## src/hw/rtl/wbps_pkg.sv

```systemverilog
// wbps_pkg: shared widths, codes and types of the wildcard byte pattern search
// no dependencies; imported by the interfaces and every module of the block
`timescale 1ns / 1ps

package wbps_pkg;

    localparam int BYTE_W            = 8;
    localparam int ADDR_W            = 16;
    localparam int WORD_W            = 16;
    localparam int LEN_W             = 7;
    localparam int ENTRY_IDX_W       = 6;
    localparam int ROLE_W            = 2;
    localparam int SLOT_W            = 2;
    localparam int COUNT_W           = 17;
    localparam int CFG_IDX_W         = 2;
    localparam int CFG_DATA_W        = 16;
    localparam int NUM_CAPTURE_WORDS = 4;

    localparam int DEF_MAX_PATTERN_LEN = 64;
    localparam int DEF_CAPTURE_SLOTS   = 4;

    localparam logic [COUNT_W-1:0] COUNT_MAX     = 17'h1ffff;
    localparam logic [ADDR_W-1:0]  NO_ANCHOR     = 16'hffff;
    localparam logic [ADDR_W-1:0]  ORIGIN_RESET  = 16'h0100;

    // item function codes
    localparam logic FUNC_LOAD = 1'b0;
    localparam logic FUNC_BYTE = 1'b1;

    // result kinds
    localparam logic KIND_MATCH   = 1'b0;
    localparam logic KIND_SUMMARY = 1'b1;

    // capture roles, the remaining codes capture nothing
    localparam logic [ROLE_W-1:0] ROLE_LOW  = 2'd1;
    localparam logic [ROLE_W-1:0] ROLE_HIGH = 2'd2;

    // configuration register indexes
    localparam logic [CFG_IDX_W-1:0] CFG_PATTERN_LENGTH = 2'd0;
    localparam logic [CFG_IDX_W-1:0] CFG_ANCHORED       = 2'd1;
    localparam logic [CFG_IDX_W-1:0] CFG_ANCHOR_ADDRESS = 2'd2;
    localparam logic [CFG_IDX_W-1:0] CFG_IMAGE_ORIGIN   = 2'd3;

    typedef struct packed {
        logic [SLOT_W-1:0] slot;
        logic [ROLE_W-1:0] role;
        logic              wild;
        logic [BYTE_W-1:0] value;
    } t_entry;

    // control broadcast along the cell chain
    typedef struct packed {
        logic                   shift;
        logic                   load;
        logic [ENTRY_IDX_W-1:0] load_index;
        t_entry                 load_entry;
    } t_cell_ctl;

    typedef struct packed {
        logic                                     kind;
        logic [ADDR_W-1:0]                        match_address;
        logic [NUM_CAPTURE_WORDS-1:0][WORD_W-1:0] capture_word;
        logic                                     any_hit;
        logic                                     multiple_hits;
        logic                                     last_result;
    } t_result;

endpackage

```

## src/hw/rtl/wbps_cell.sv

```systemverilog
// wbps_cell: one position of the search chain, holds a pattern entry and a window byte
// depends on wbps_pkg (t_entry, t_cell_ctl)
`timescale 1ns / 1ps

module wbps_cell import wbps_pkg::*; #(
    parameter int POS = 0
) (
    input  logic              i_clk,
    input  t_cell_ctl         i_ctl,
    input  logic [BYTE_W-1:0] i_byte,
    input  logic [BYTE_W-1:0] i_aligned,
    output logic [BYTE_W-1:0] o_byte,
    output t_entry            o_entry,
    output logic              o_eq
);

    logic [BYTE_W-1:0] r_byte;
    t_entry            r_entry;

    always_ff @(posedge i_clk) begin
        if (i_ctl.shift) begin
            r_byte <= i_byte;
        end
        if (i_ctl.load && (32'(i_ctl.load_index) == POS)) begin
            r_entry <= i_ctl.load_entry;
        end
    end

    assign o_byte  = r_byte;
    assign o_entry = r_entry;
    assign o_eq    = r_entry.wild || (r_entry.value == i_aligned);

endmodule

```

## config.mk

```make
export PLATFORM = sky130hd
export DESIGN_NAME = wbps_cell
export DESIGN_NICKNAME = d
export VERILOG_FILES = /design/src/hw/rtl/wbps_pkg.sv /design/src/hw/rtl/wbps_cell.sv
export SDC_FILE = /design/constraint.sdc
export NUM_CORES = 1
export LEC_CHECK = 0
export BUFFER_PORTS_ARGS = -buffer_cell sky130_fd_sc_hd__buf_2
export CAP_MARGIN = 20
export CORE_UTILIZATION = 39
export CTS_BUF_LIST = sky130_fd_sc_hd__clkbuf_4 sky130_fd_sc_hd__clkbuf_8
export DETAILED_ROUTE_END_ITERATION = 7
export MAX_ROUTING_LAYER = met4
export PLACE_DENSITY = 0.8
export SLEW_MARGIN = 25
export SYNTH_ARGS = -nofsm -noshare
export SYNTH_HDL_FRONTEND = slang
export SYNTH_SLANG_ARGS = --single-unit
```

## constraint.sdc

```tcl
create_clock -name i_clk -period 1.9 [get_ports i_clk]
set_input_delay 0.57 -clock i_clk [delete_from_list [all_inputs] [get_ports i_clk]]
set_output_delay 0.57 -clock i_clk [all_outputs]
set_load 0.01 [all_outputs]
```

# [After elaboration in Yosys (flattened, before gate mapping)]
# Cells that the tools add are included.
[classes] n_eq_ne=1 reduce_logical=3
[op_table] operator="8-bit equality test" count=1
[op_table] operator="6-bit zero test" count=1
[op_table] operator="1-bit logical AND" count=1
[op_table] operator="1-bit logical OR" count=1
[totals] ff_bits=21 in_bits=38 out_inout_bits=22 wordCells=9

# [Longest topological paths before layout]
# Gate-level depths: netlist of the first run.
[depth] word_depth=2 depth_mapped=3 depth_no_buf=3

# [Worst setup path before layout of the first run]
# No wires, ideal clock.
[synth_path] path_type="input port to output port" startpoint="in i_aligned[6]" endpoint="out o_eq" arrival_time_ns=1.206 required_time_ns=1.330 path_slack_ns=0.124 path_stages=3 path_buffers=0 path_cell_list="xor2_1 nor4_1 a41o_1"
[synth_between] elab_chain_len=2
[synth_rtl] element="start, declared" line="wbps_cell.sv:11" rtl="input logic [BYTE_W-1:0] i_aligned,"
[synth_rtl] element="8-bit equality test" line="wbps_cell.sv:31" rtl="assign o_eq = r_entry.wild || (r_entry.value == i_aligned);"
[synth_rtl] element="1-bit logical OR" line="wbps_cell.sv:31"
[synth_rtl] element="end, declared" line="wbps_cell.sv:14" rtl="output logic o_eq"
# No other way between the ends.

# [Final worst setup path of the first run]
[layout_path] startpoint="reg r_entry, in the netlist o_entry[6]" endpoint="out o_eq"
[layout_between] elab_chain_len=2
[layout_rtl] element="start, declared" line="wbps_cell.sv:18" rtl="t_entry r_entry;"
[layout_rtl] element="start signal, assigned" line="wbps_cell.sv:25" rtl="r_entry <= i_ctl.load_entry;"
[layout_rtl] element="8-bit equality test" line="wbps_cell.sv:31"
[layout_rtl] element="1-bit logical OR" line="wbps_cell.sv:31"
# No other way between the ends.

==> implementation parameters, run 1 <==
Parameter                              Value

Synthesis
  Post-synth top area cell    sky130_fd_sc_hd__edfxtp_1
  XOR/XNOR share of the synthesized area    approximately a tenth
  Cells after synthesis    35
  Proportion of synthesized area in mux cells    0%
  Synthesis-stage register bit count    21
  Syn nets    73
  Yosys warning total    0
  Post-synthesis cell type count    7
  Fraction of the mapped netlist area in simple logic gates    3.565%
  Adder-Cell Fraction of Synth Area    0%
  Sequential fraction of the synthesis area    85.57%
  Compound-cell area share of the yosys netlist    approximately 1.4%
  Top-area cell type share of the netlist area    85.57%
  Netlist Area Pre-Place    737.0 um^2
  Dominant combinational cell family by area after synthesis    XOR/XNOR gates
  Mean cell area of the mapped netlist    21.06 um^2
  Main area contributors after synthesis    sky130_fd_sc_hd__edfxtp_1 (86%), sky130_fd_sc_hd__xor2_1 (7.1%), sky130_fd_sc_hd__xnor2_1 (2.4%), sky130_fd_sc_hd__nor4_1 (1.7%), sky130_fd_sc_hd__a41o_1 (1.4%)

Critical path
  Worst Setup Path Type    reg2out
  Critical path fanouts, max    2
  Startpoint kind of the worst setup timing path    register
  Capturing element type of the critical path    output port
  Data arrival time of the critical path    around 1.5 ns
  WP data required    1.33 ns

Die
  Chip Height    45.47 um
  Chip Width    45.47 um
  FP Rows    15
  Effective utilization at floorplan    42.22%
  Top-level port count    60
  Area inside the core boundary    1745 um^2
  Die Footprint    about 2100 um^2

Timing
  Setup WS post-layout    -0.1598 ns
  Final sum of negative setup slack    -0.1598 ns
  Worst relative slew slack    84.19%
  RSZ-0062 raised after global routing    true
  Final Critical Period    just over 2 ns
  Max Slew Vio Count    0
  Tightest Pin Transition    0.2352 ns
  Final worst-path cycle share    108.4%
  Max Freq    0.4855 GHz
  Hold WS    around 0.44 ns
  Final setup violating endpoints    1
  Fin. Hold Viols    0

Detailed routing
  Wire length reported by the detailed router    1.352 mm
  Post-detailed-route DRC marker count    0
  DR iter-0 viols    4
  Iteration count of the initial detailed-routing pass    3
  Post-detailed-route wirelength per cell    10.90 um
  Post-DRT Antenna Nets    0
  Number of vias after detailed routing    543
  Routed vias/inst    4.379

Min path
  Number of stages on the worst hold path    1
  Source of the worst hold timing path    i_ctl[10]
  Kind of path behind the tightest hold check    in2reg
  Worst Hold Path EP    o_entry[10]

Finish
  Diode insertion count for antenna repair    0
  Fraction of layout cells with a size suffix above 1    65.66%
  Area added between synthesis and finish    49.92%
  Total non-filler cell area in the finished layout    1105 um^2
  Top library cells by usage in the layout, fill and taps aside    sky130_fd_sc_hd__buf_2 (59), sky130_fd_sc_hd__edfxtp_1 (21), sky130_fd_sc_hd__xor2_1 (6)
  Leading cell type in the layout, fill and taps excluded    sky130_fd_sc_hd__buf_2
  Share of the core filled with cells    between 60% and 70%
  Number of nets at the end of the flow    138

Placed design
  Pre-CTS setup slack    -0.1939 ns
  Cell area after placement    1071 um^2
  Port Buf Inserts    59
  Final Wtd Congestion    0.6412
  Post-detailed-placement half-perimeter wirelength    1.154 mm

Power
  Switch Pwr    0.0001594 W
  Leakage power    ~0.5 nW
  Portion of total power attributed to sequential cells    around two thirds
  Largest vdd supply drop    0.0005137 V
  Internal power summed over all cells    0.0006469 W
  Comb power frac    under 10%
  Power density of the placed cells    729.9 nW/um^2
  Share of power burned in the clock network    approximately 25%
  Switch share    19.77%

Clock network
  CTS root buf    sky130_fd_sc_hd__clkbuf_4
  Level count of the clock H-tree    1
  Setup Buffers After CTS    0
  Number of buffers inserted during clock tree synthesis    3
  Clock-pin slew on the worst setup and hold paths    0.11 ns
  Num Clock Sinks    21
  CTS tree    built
  Maximum root-to-sink buffer count    2

Status
  Violated checks    setup timing
  Result of the run    finished with violations

Global route
  Global route total overflow    0
  Met2 track demand over resource    between 20% and 30%
  GR Util met1    11.14%
  Initial antenna violation count    0
  Largest net degree at the start of global routing    14
  Wire length of the first global-routing pass    1.828 mm
  Via count of the first global-routing pass    528
  Top Usage Layer GRT    met2
  Met3 capacity usage during global routing    6.349%
  GRT Resource Usage Total    about an eighth

Job
  Max-cap check violation count    0
## cell type report
type	instances	area (um^2)
clock buffer	3	22.52
clock inverter	1	5.005
fill	147	640.6
multi-input combinational	14	112.6
sequential	21	630.6
tap	25	31.28
timing repair buffer	60	302.8
## layer usage
layer | vias up | share of wire (%)
met4 | 0 | 0
met2 | 41 | 54
met1 | 239 | 31
met5 | - | 0
met3 | 0 | 15
li1 | 263 | -
## worst max-delay path by stage
stage / end / slack, ns / from
5_1_grt: o_eq / -0.24 / o_entry[6]
4_1_cts: o_eq / -0.20 / o_entry[6]
3_5_place_dp: o_eq / -0.19 / i_aligned[6]
2_1_floorplan: o_eq / 0.12 / i_aligned[6]
3_3_place_gp: o_eq / -0.11 / i_aligned[6]
6_report: o_eq / -0.16 / o_entry[6]
## flip-flops by register name, indices dropped and copies added, names as in the netlist
name	cells
o_byte	8
o_entry	13
## worst max-delay path, cell delays in order, from the launching register on
cell and delay [ns]:
sky130_fd_sc_hd__edfxtp_1 0.41, sky130_fd_sc_hd__xor2_1 0.17, sky130_fd_sc_hd__nor4_2 0.30, sky130_fd_sc_hd__a41o_1 0.20
sky130_fd_sc_hd__buf_2 0.12
## stage by stage
stage | power [W] | std cells
6_report | 0.0008064 | 124
5_1_grt | 0.0008498 | 124
4_1_cts | 0.0008185 | 124
3_5_place_dp | 0.0006160 | 120
3_3_place_gp | 0.0006119 | 120
2_1_floorplan | 0.0005594 | 35
## cells by family (layout without fill, tap and decap cells)
kind of cell           after synthesis  count (layout)
flip-flops                          21              21
AO/OA/AOI/OAI                        1               1
XOR/XNOR                             8               8
buffers and inverters                0              64
AND/OR/NAND/NOR                      5               5
## power groups by stage
stage / sequential (W) / clock, W / combinational (W)
2_1_floorplan: 0.000550 / 0 / 0.00000894
3_3_place_gp: 0.000540 / 0 / 0.0000717
3_5_place_dp: 0.000541 / 0 / 0.0000746
4_1_cts: 0.000531 / 0.000212 / 0.0000759
5_1_grt: 0.000532 / 0.000236 / 0.0000812
6_report: 0.000530 / 0.000201 / 0.0000748
## Yosys cell counts (all sizes together)
library cell and number:
and3 1, edfxtp 21, nor2 2, xor2 6
a41o 1, nor4 2, xnor2 2
## timing repair
item                                   4_1_cts  5_1_grt
setup endpoints to repair                    1        1
endpoints found under the hold margin        0        0
hold buffers                                 0        0
gates resized for setup                      1        0
Power figures use the tool's default switching activity.
==> run 2: changes to the inputs <==
- CTS_BUF_LIST: sky130_fd_sc_hd__clkbuf_4 sky130_fd_sc_hd__clkbuf_8 -> sky130_fd_sc_hd__clkbuf_8
==> run 2 against run 1 <==
The run still ends with setup timing left; via count increased by 0.55%; count of clock-buffer cells in the layout unchanged; critical path depth increased by 1; setup slack improved by 0.034 ns; sequential power about the same; hold slack improved by 0.044 ns; global-route usage increased by 0.55 points; critical endpoint unchanged.
==> implementation parameters, run 2 (synthesized netlist as in run 1, its figures left out) <==
Parameter                              Value

Clock network
  Number of buffers added to fix hold violations after cts    0 (unchanged)
  Num Clock Sinks    21 (unchanged)
  Maximum root-to-sink buffer count    2 (unchanged)
  Number of buffers inserted during clock tree synthesis    3 (unchanged)
  Level count of the clock H-tree    1 (unchanged)
  Clock-pin slew on the worst setup and hold paths    0.07 ns (was 0.11 ns)
  CTS root buf    sky130_fd_sc_hd__clkbuf_8 (was sky130_fd_sc_hd__clkbuf_4)
  CTS tree    built (unchanged)

Detailed routing
  Post-DRT Antenna Nets    0 (unchanged)
  Post-detailed-route DRC marker count    0 (unchanged)
  DR iter-0 viols    8 (was 4)
  Amount of wire on met3 after detailed routing    207 um (was 203 um)
  Met2 wire length    765 um (was 731 um)
  Post-detailed-route wirelength per cell    11.49 um (was 10.90 um)
  Top routing layer used    met3 (unchanged)
  Number of vias after detailed routing    546 (was 543)
  Wire length reported by the detailed router    1.425 mm (was 1.352 mm)
  Routed vias/inst    4.403 (was 4.379)
  Met1 wire length    452 um (was 417 um)
  Iteration count of the initial detailed-routing pass    4 (was 3)

Die
  Top-level port count    60 (unchanged)
  Die Footprint    2068 um^2 (unchanged)
  FP Rows    15 (unchanged)
  Area inside the core boundary    1745 um^2 (unchanged)
  Chip Width    45.47 um (unchanged)
  Chip Height    45.47 um (unchanged)
  Effective utilization at floorplan    42.22% (unchanged)

Timing
  Hold WS    0.4864 ns (was 0.4424 ns)
  Final worst-path cycle share    106.6% (was 108.4%)
  Worst relative slew slack    83.59% (was 84.19%)
  Setup WS post-layout    -0.1255 ns (was -0.1598 ns)
  Final setup violating endpoints    1 (unchanged)
  RSZ-0062 raised after global routing    true (unchanged)
  Max Slew Vio Count    0 (unchanged)
  Max Freq    0.4937 GHz (was 0.4855 GHz)
  Final Critical Period    2.025 ns (was 2.060 ns)
  Tightest Pin Transition    0.2442 ns (was 0.2352 ns)
  Fin. Hold Viols    0 (unchanged)

Placed design
  Final Wtd Congestion    0.6412 (unchanged)
  Port Buf Inserts    59 (unchanged)
  Cell area after placement    1071 um^2 (unchanged)
  Post-detailed-placement half-perimeter wirelength    1.154 mm (unchanged)

Critical path
  Worst Setup Path Type    in2out (was reg2out)
  Stages on worst setup path    5 (was 4)
  WP data required    1.33 ns (about the same)
  Most common cell on crit path    sky130_fd_sc_hd__buf_2
  Capturing element type of the critical path    output port (unchanged)
  CP max stage delay    0.31 ns (was 0.41 ns)
  Crit path buf inv count    2 (was 1)
  Critical-path cell list    buf_2 > xor2_1 > nor4_2 > a41o_1 > buf_2 (was xor2_1 > nor4_2 > a41o_1 > buf_2)
  Slowest stage cell on the critical path    sky130_fd_sc_hd__nor4_2 (was sky130_fd_sc_hd__edfxtp_1)
  Critical path fanouts, max    1 (was 2)
  Cell type group with the largest total delay on the critical path    simple AND/OR/NAND/NOR gates (was flip-flops)
  Startpoint kind of the worst setup timing path    input pin (was register)
  Data arrival time of the critical path    1.46 ns (was 1.49 ns)

Power
  Leakage power    0.5063 nW (was 0.4986 nW)
  Power after layout    0.0008882 W (was 0.0008064 W)
  Power density of the placed cells    790.5 nW/um^2 (was 729.9 nW/um^2)
  Largest vdd supply drop    0.0005660 V (was 0.0005137 V)

Finish
  Fraction of layout cells with a size suffix above 1    65.66% (unchanged)
  Number of nets at the end of the flow    138 (unchanged)
  Area added between synthesis and finish    52.46% (was 49.92%)
  Number of flip-flops in the largest register    13 (unchanged)
  Share of the core filled with cells    64.37% (was 63.30%)
  Leading cell type in the layout, fill and taps excluded    sky130_fd_sc_hd__buf_2 (unchanged)
  Total non-filler cell area in the finished layout    1124 um^2 (was 1105 um^2)
  Diode insertion count for antenna repair    0 (unchanged)
  Top library cells by usage in the layout, fill and taps aside    sky130_fd_sc_hd__buf_2 (59), sky130_fd_sc_hd__edfxtp_1 (21), sky130_fd_sc_hd__xor2_1 (6) (unchanged)

Min path
  Number of stages on the worst hold path    1 (unchanged)
  Kind of path behind the tightest hold check    in2reg (unchanged)

Global route
  Largest net degree at the start of global routing    14 (unchanged)
  Via count of the first global-routing pass    525 (was 528)
  Wire length of the first global-routing pass    1.869 mm (was 1.828 mm)
  GRT Resource Usage Total    13.57% (was 13.02%)
  Global route total overflow    0 (unchanged)
  Initial antenna violation count    0 (unchanged)

Status
  Result of the run    finished with violations (unchanged)
  Violated checks    setup timing (unchanged)

Job
  Max-cap check violation count    0 (unchanged)
run 2: where the power goes:
part / internal (W) / switching (W) / leakage, nW
clock network: 0.000146 / 0.000137 / 0.0255
logic: 0.0000423 / 0.0000329 / 0.286
registers: 0.000527 / 0.00000401 / 0.195
run 2: path summary, 6_finish.rpt:
| kind | startpoint | to | slack [ns] |
|---|---|---|---|
| worst max-delay path | i_aligned[6] | o_eq | -0.13 |
| worst min-delay path | i_ctl[6] | o_entry[6] | 0.49 |
run 2: cell type report:
cell class	count	area (um^2)
flip-flops and latches	21	630.6
fillers	142	621.8
repair buffers	60	302.8
multi-input cells	14	112.6
clock buffers	3	41.29
well taps	25	31.28
clock inverters	1	5.005
run 2: what timing repair did:
item,4_1_cts,5_1_grt
resized for setup,1,0
setup buffers,0,0
pin swaps,2,1
endpoints found under the setup margin,1,1
run 2: metrics by stage:
stage | cells | setup TNS (ns) | setup slack [ns]
after CTS | 124 | -0.1408 | -0.1408
after global routing | 124 | -0.1570 | -0.1570
after floorplan | 35 | 0 | 0.1238
after detailed placement | 120 | -0.1939 | -0.1939
final | 124 | -0.1255 | -0.1255
after global placement | 120 | -0.1134 | -0.1134
run 2: routing by layer:
metal,vias up,GRT usage (%)
met1,244,10.40
met2,41,26.86
met4,0,3.636
li1,261,-
met3,0,6.349
met5,-,-
==> run 3: changes to the inputs <==
- CORE_MARGIN: not set -> 5
- TNS_END_PERCENT: not set -> 50
==> run 3 against run 2 <==
The run still ends with setup timing left; cell count stayed put; via count is 0.18% lower; sequential cell count stayed put; clock power is 6% lower; non-clock buffer count did not move; critical path type unchanged; largest cell class unchanged; largest power group unchanged.
==> implementation parameters, run 3 (synthesized netlist as in run 1, its figures left out) <==
Parameter                              Value

Power
  Comb power frac    8.7% (was 8.5%)
  Internal power summed over all cells    0.0007126 W (was 0.0007146 W)
  Share of power burned in the clock network    30.4% (was 31.8%)
  Portion of total power attributed to sequential cells    60.9% (was 59.7%)
  Switch Pwr    0.0001586 W (was 0.0001736 W)
  Largest vdd supply drop    0.0005622 V (was 0.0005660 V)
  Power after layout    0.0008712 W (was 0.0008882 W)
  Switch share    18.20% (was 19.55%)
  Leakage power    0.5105 nW (was 0.5063 nW)
  Power density of the placed cells    767.7 nW/um^2 (was 790.5 nW/um^2)

Finish
  Area added between synthesis and finish    53.99% (was 52.46%)
  Number of nets at the end of the flow    138 (unchanged)
  Total non-filler cell area in the finished layout    1135 um^2 (was 1124 um^2)
  Leading cell type in the layout, fill and taps excluded    sky130_fd_sc_hd__buf_2 (unchanged)
  Top library cells by usage in the layout, fill and taps aside    sky130_fd_sc_hd__buf_2 (59), sky130_fd_sc_hd__edfxtp_1 (21), sky130_fd_sc_hd__xor2_1 (6) (unchanged)
  Finished Layout Cells    124 (unchanged)
  Diode insertion count for antenna repair    0 (unchanged)
  Number of flip-flops in the largest register    13 (unchanged)
  Fraction of layout cells with a size suffix above 1    64.65% (was 65.66%)
  Fill cells    160 (was 142)

Placed design
  Port Buf Inserts    59 (unchanged)
  Inst Count DP    120 (unchanged)
  Final Wtd Congestion    0.6441 (was 0.6412)
  Pre-CTS setup slack    -0.1391 ns (was -0.1939 ns)
  Cell area after placement    1084 um^2 (was 1071 um^2)

Min path
  Kind of path behind the tightest hold check    in2reg (unchanged)

Detailed routing
  Post-detailed-route DRC marker count    0 (unchanged)
  DR iter-0 viols    3 (was 8)
  Routed vias/inst    4.395 (was 4.403)
  Post-detailed-route wirelength per cell    13.08 um (was 11.49 um)
  Post-DRT Antenna Nets    0 (unchanged)
  Number of vias after detailed routing    545 (was 546)
  Iteration count of the initial detailed-routing pass    3 (was 4)
  Wire length reported by the detailed router    1.622 mm (was 1.425 mm)

Clock network
  Level count of the clock H-tree    1 (unchanged)
  CTS root buf    sky130_fd_sc_hd__clkbuf_8 (unchanged)
  Setup Buffers After CTS    0 (unchanged)
  Num Clock Sinks    21 (unchanged)
  Number of buffers added to fix hold violations after cts    0 (unchanged)
  Maximum root-to-sink buffer count    2 (unchanged)
  Number of buffers inserted during clock tree synthesis    3 (unchanged)
  Clock-pin slew on the worst setup and hold paths    0.07 ns (about the same)
  CTS tree    built (unchanged)

Status
  Violated checks    setup timing (unchanged)
  Result of the run    finished with violations (unchanged)

Critical path
  Capturing element type of the critical path    output port (unchanged)
  Most common cell on crit path    sky130_fd_sc_hd__buf_2 (unchanged)
  Startpoint kind of the worst setup timing path    input pin (unchanged)
  WP data required    1.33 ns (about the same)
  Slowest stage cell on the critical path    sky130_fd_sc_hd__nor4_2 (unchanged)
  Data arrival time of the critical path    1.47 ns (was 1.46 ns)
  CP max stage delay    0.31 ns (about the same)
  Worst Setup Path Type    in2out (unchanged)
  Critical-path cell list    buf_2 > xor2_1 > nor4_2 > a41o_1 > buf_2 (unchanged)
  Critical path fanouts, max    1 (unchanged)

Die
  Chip Height    53.47 um (was 45.47 um)
  Die Footprint    2859 um^2 (was 2068 um^2)
  Effective utilization at floorplan    41.77% (was 42.22%)
  FP Rows    15 (unchanged)
  Area inside the core boundary    1764 um^2 (was 1745 um^2)
  Chip Width    53.47 um (was 45.47 um)
  Top-level port count    60 (unchanged)

Timing
  Setup WS post-layout    -0.1392 ns (was -0.1255 ns)
  Worst relative slew slack    82.78% (was 83.59%)
  Final worst-path cycle share    107.3% (was 106.6%)
  Tightest Pin Transition    0.2561 ns (was 0.2442 ns)
  Max Slew Vio Count    0 (unchanged)
  Final setup violating endpoints    1 (unchanged)
  Max Freq    0.4904 GHz (was 0.4937 GHz)
  RSZ-0062 raised after global routing    true (unchanged)
  Final Critical Period    2.039 ns (was 2.025 ns)
  Fin. Hold Viols    0 (unchanged)

Global route
  Via count of the first global-routing pass    639 (was 525)
  Initial antenna violation count    0 (unchanged)
  Wire length of the first global-routing pass    2.428 mm (was 1.869 mm)
  GRT Resource Usage Total    12.51% (was 13.57%)
  Global route total overflow    0 (unchanged)
  Largest net degree at the start of global routing    12 (was 14)

Job
  Max-cap check violation count    0 (unchanged)
==> run 3: path summary, 6_finish.rpt <==
check	from	to	slack, ns	depth (start not counted)
max	i_aligned[6]	o_eq	-0.14	5
min	i_ctl[9]	o_entry[9]	0.49	1
==> run 3: per-stage QoR <==
stage / hold slack, ns / util, % / setup TNS, ns
floorplan: 0.6689 / - / 0
global placement: 0.7462 / 61.42 / -0.09240
detailed placement: 0.7481 / 61.42 / -0.1391
CTS: 0.4883 / 63.97 / -0.1216
global route: 0.4805 / 64.33 / -0.2398
finish: 0.4942 / 64.33 / -0.1392
==> run 3: layout make-up <==
| class | count | area (um^2) | area share [%] |
|---|---|---|---|
| Multi-Input combinational cell | 14 | 112.6 | 9.923 |
| Sequential cell | 21 | 630.6 | 55.57 |
| Clock inverter | 1 | 3.754 | 0.3308 |
| Timing Repair Buffer | 60 | 315.3 | 27.78 |
| Clock buffer | 3 | 41.29 | 3.638 |
| Tap cell | 25 | 31.28 | 2.756 |
==> run 3: what timing repair did <==
item,4_1_cts,5_1_grt
endpoints found under the setup margin,1,1
pin swaps,3,1
resized for setup,0,1
==> run 3: metal layers <==
layer	GRT usage [%]	vias to the layer above	wire length, um
li1	-	262	-
met1	13.25	240	576
met2	21.43	41	801
met3	3.099	2	226
met4	6.383	0	17
met5	-	-	0
==> run 3: power by group through the flow <==
stage / clock, W / combinational [W] / sequential, W
global placement: 0 / 0.0000722 / 0.000540
CTS: 0.000274 / 0.0000755 / 0.000531
detailed placement: 0 / 0.0000753 / 0.000541
floorplan: 0 / 0.00000894 / 0.000550
global route: 0.000301 / 0.0000833 / 0.000532
finish: 0.000264 / 0.0000758 / 0.000531
==> run 3: critical path, delay by kind of cell <==
family / cells / cell delay (ns)
XOR/XNOR: 1 / 0.16
AO/OA/AOI/OAI: 1 / 0.20
AND/OR/NAND/NOR: 1 / 0.31
buffers and inverters: 2 / 0.22
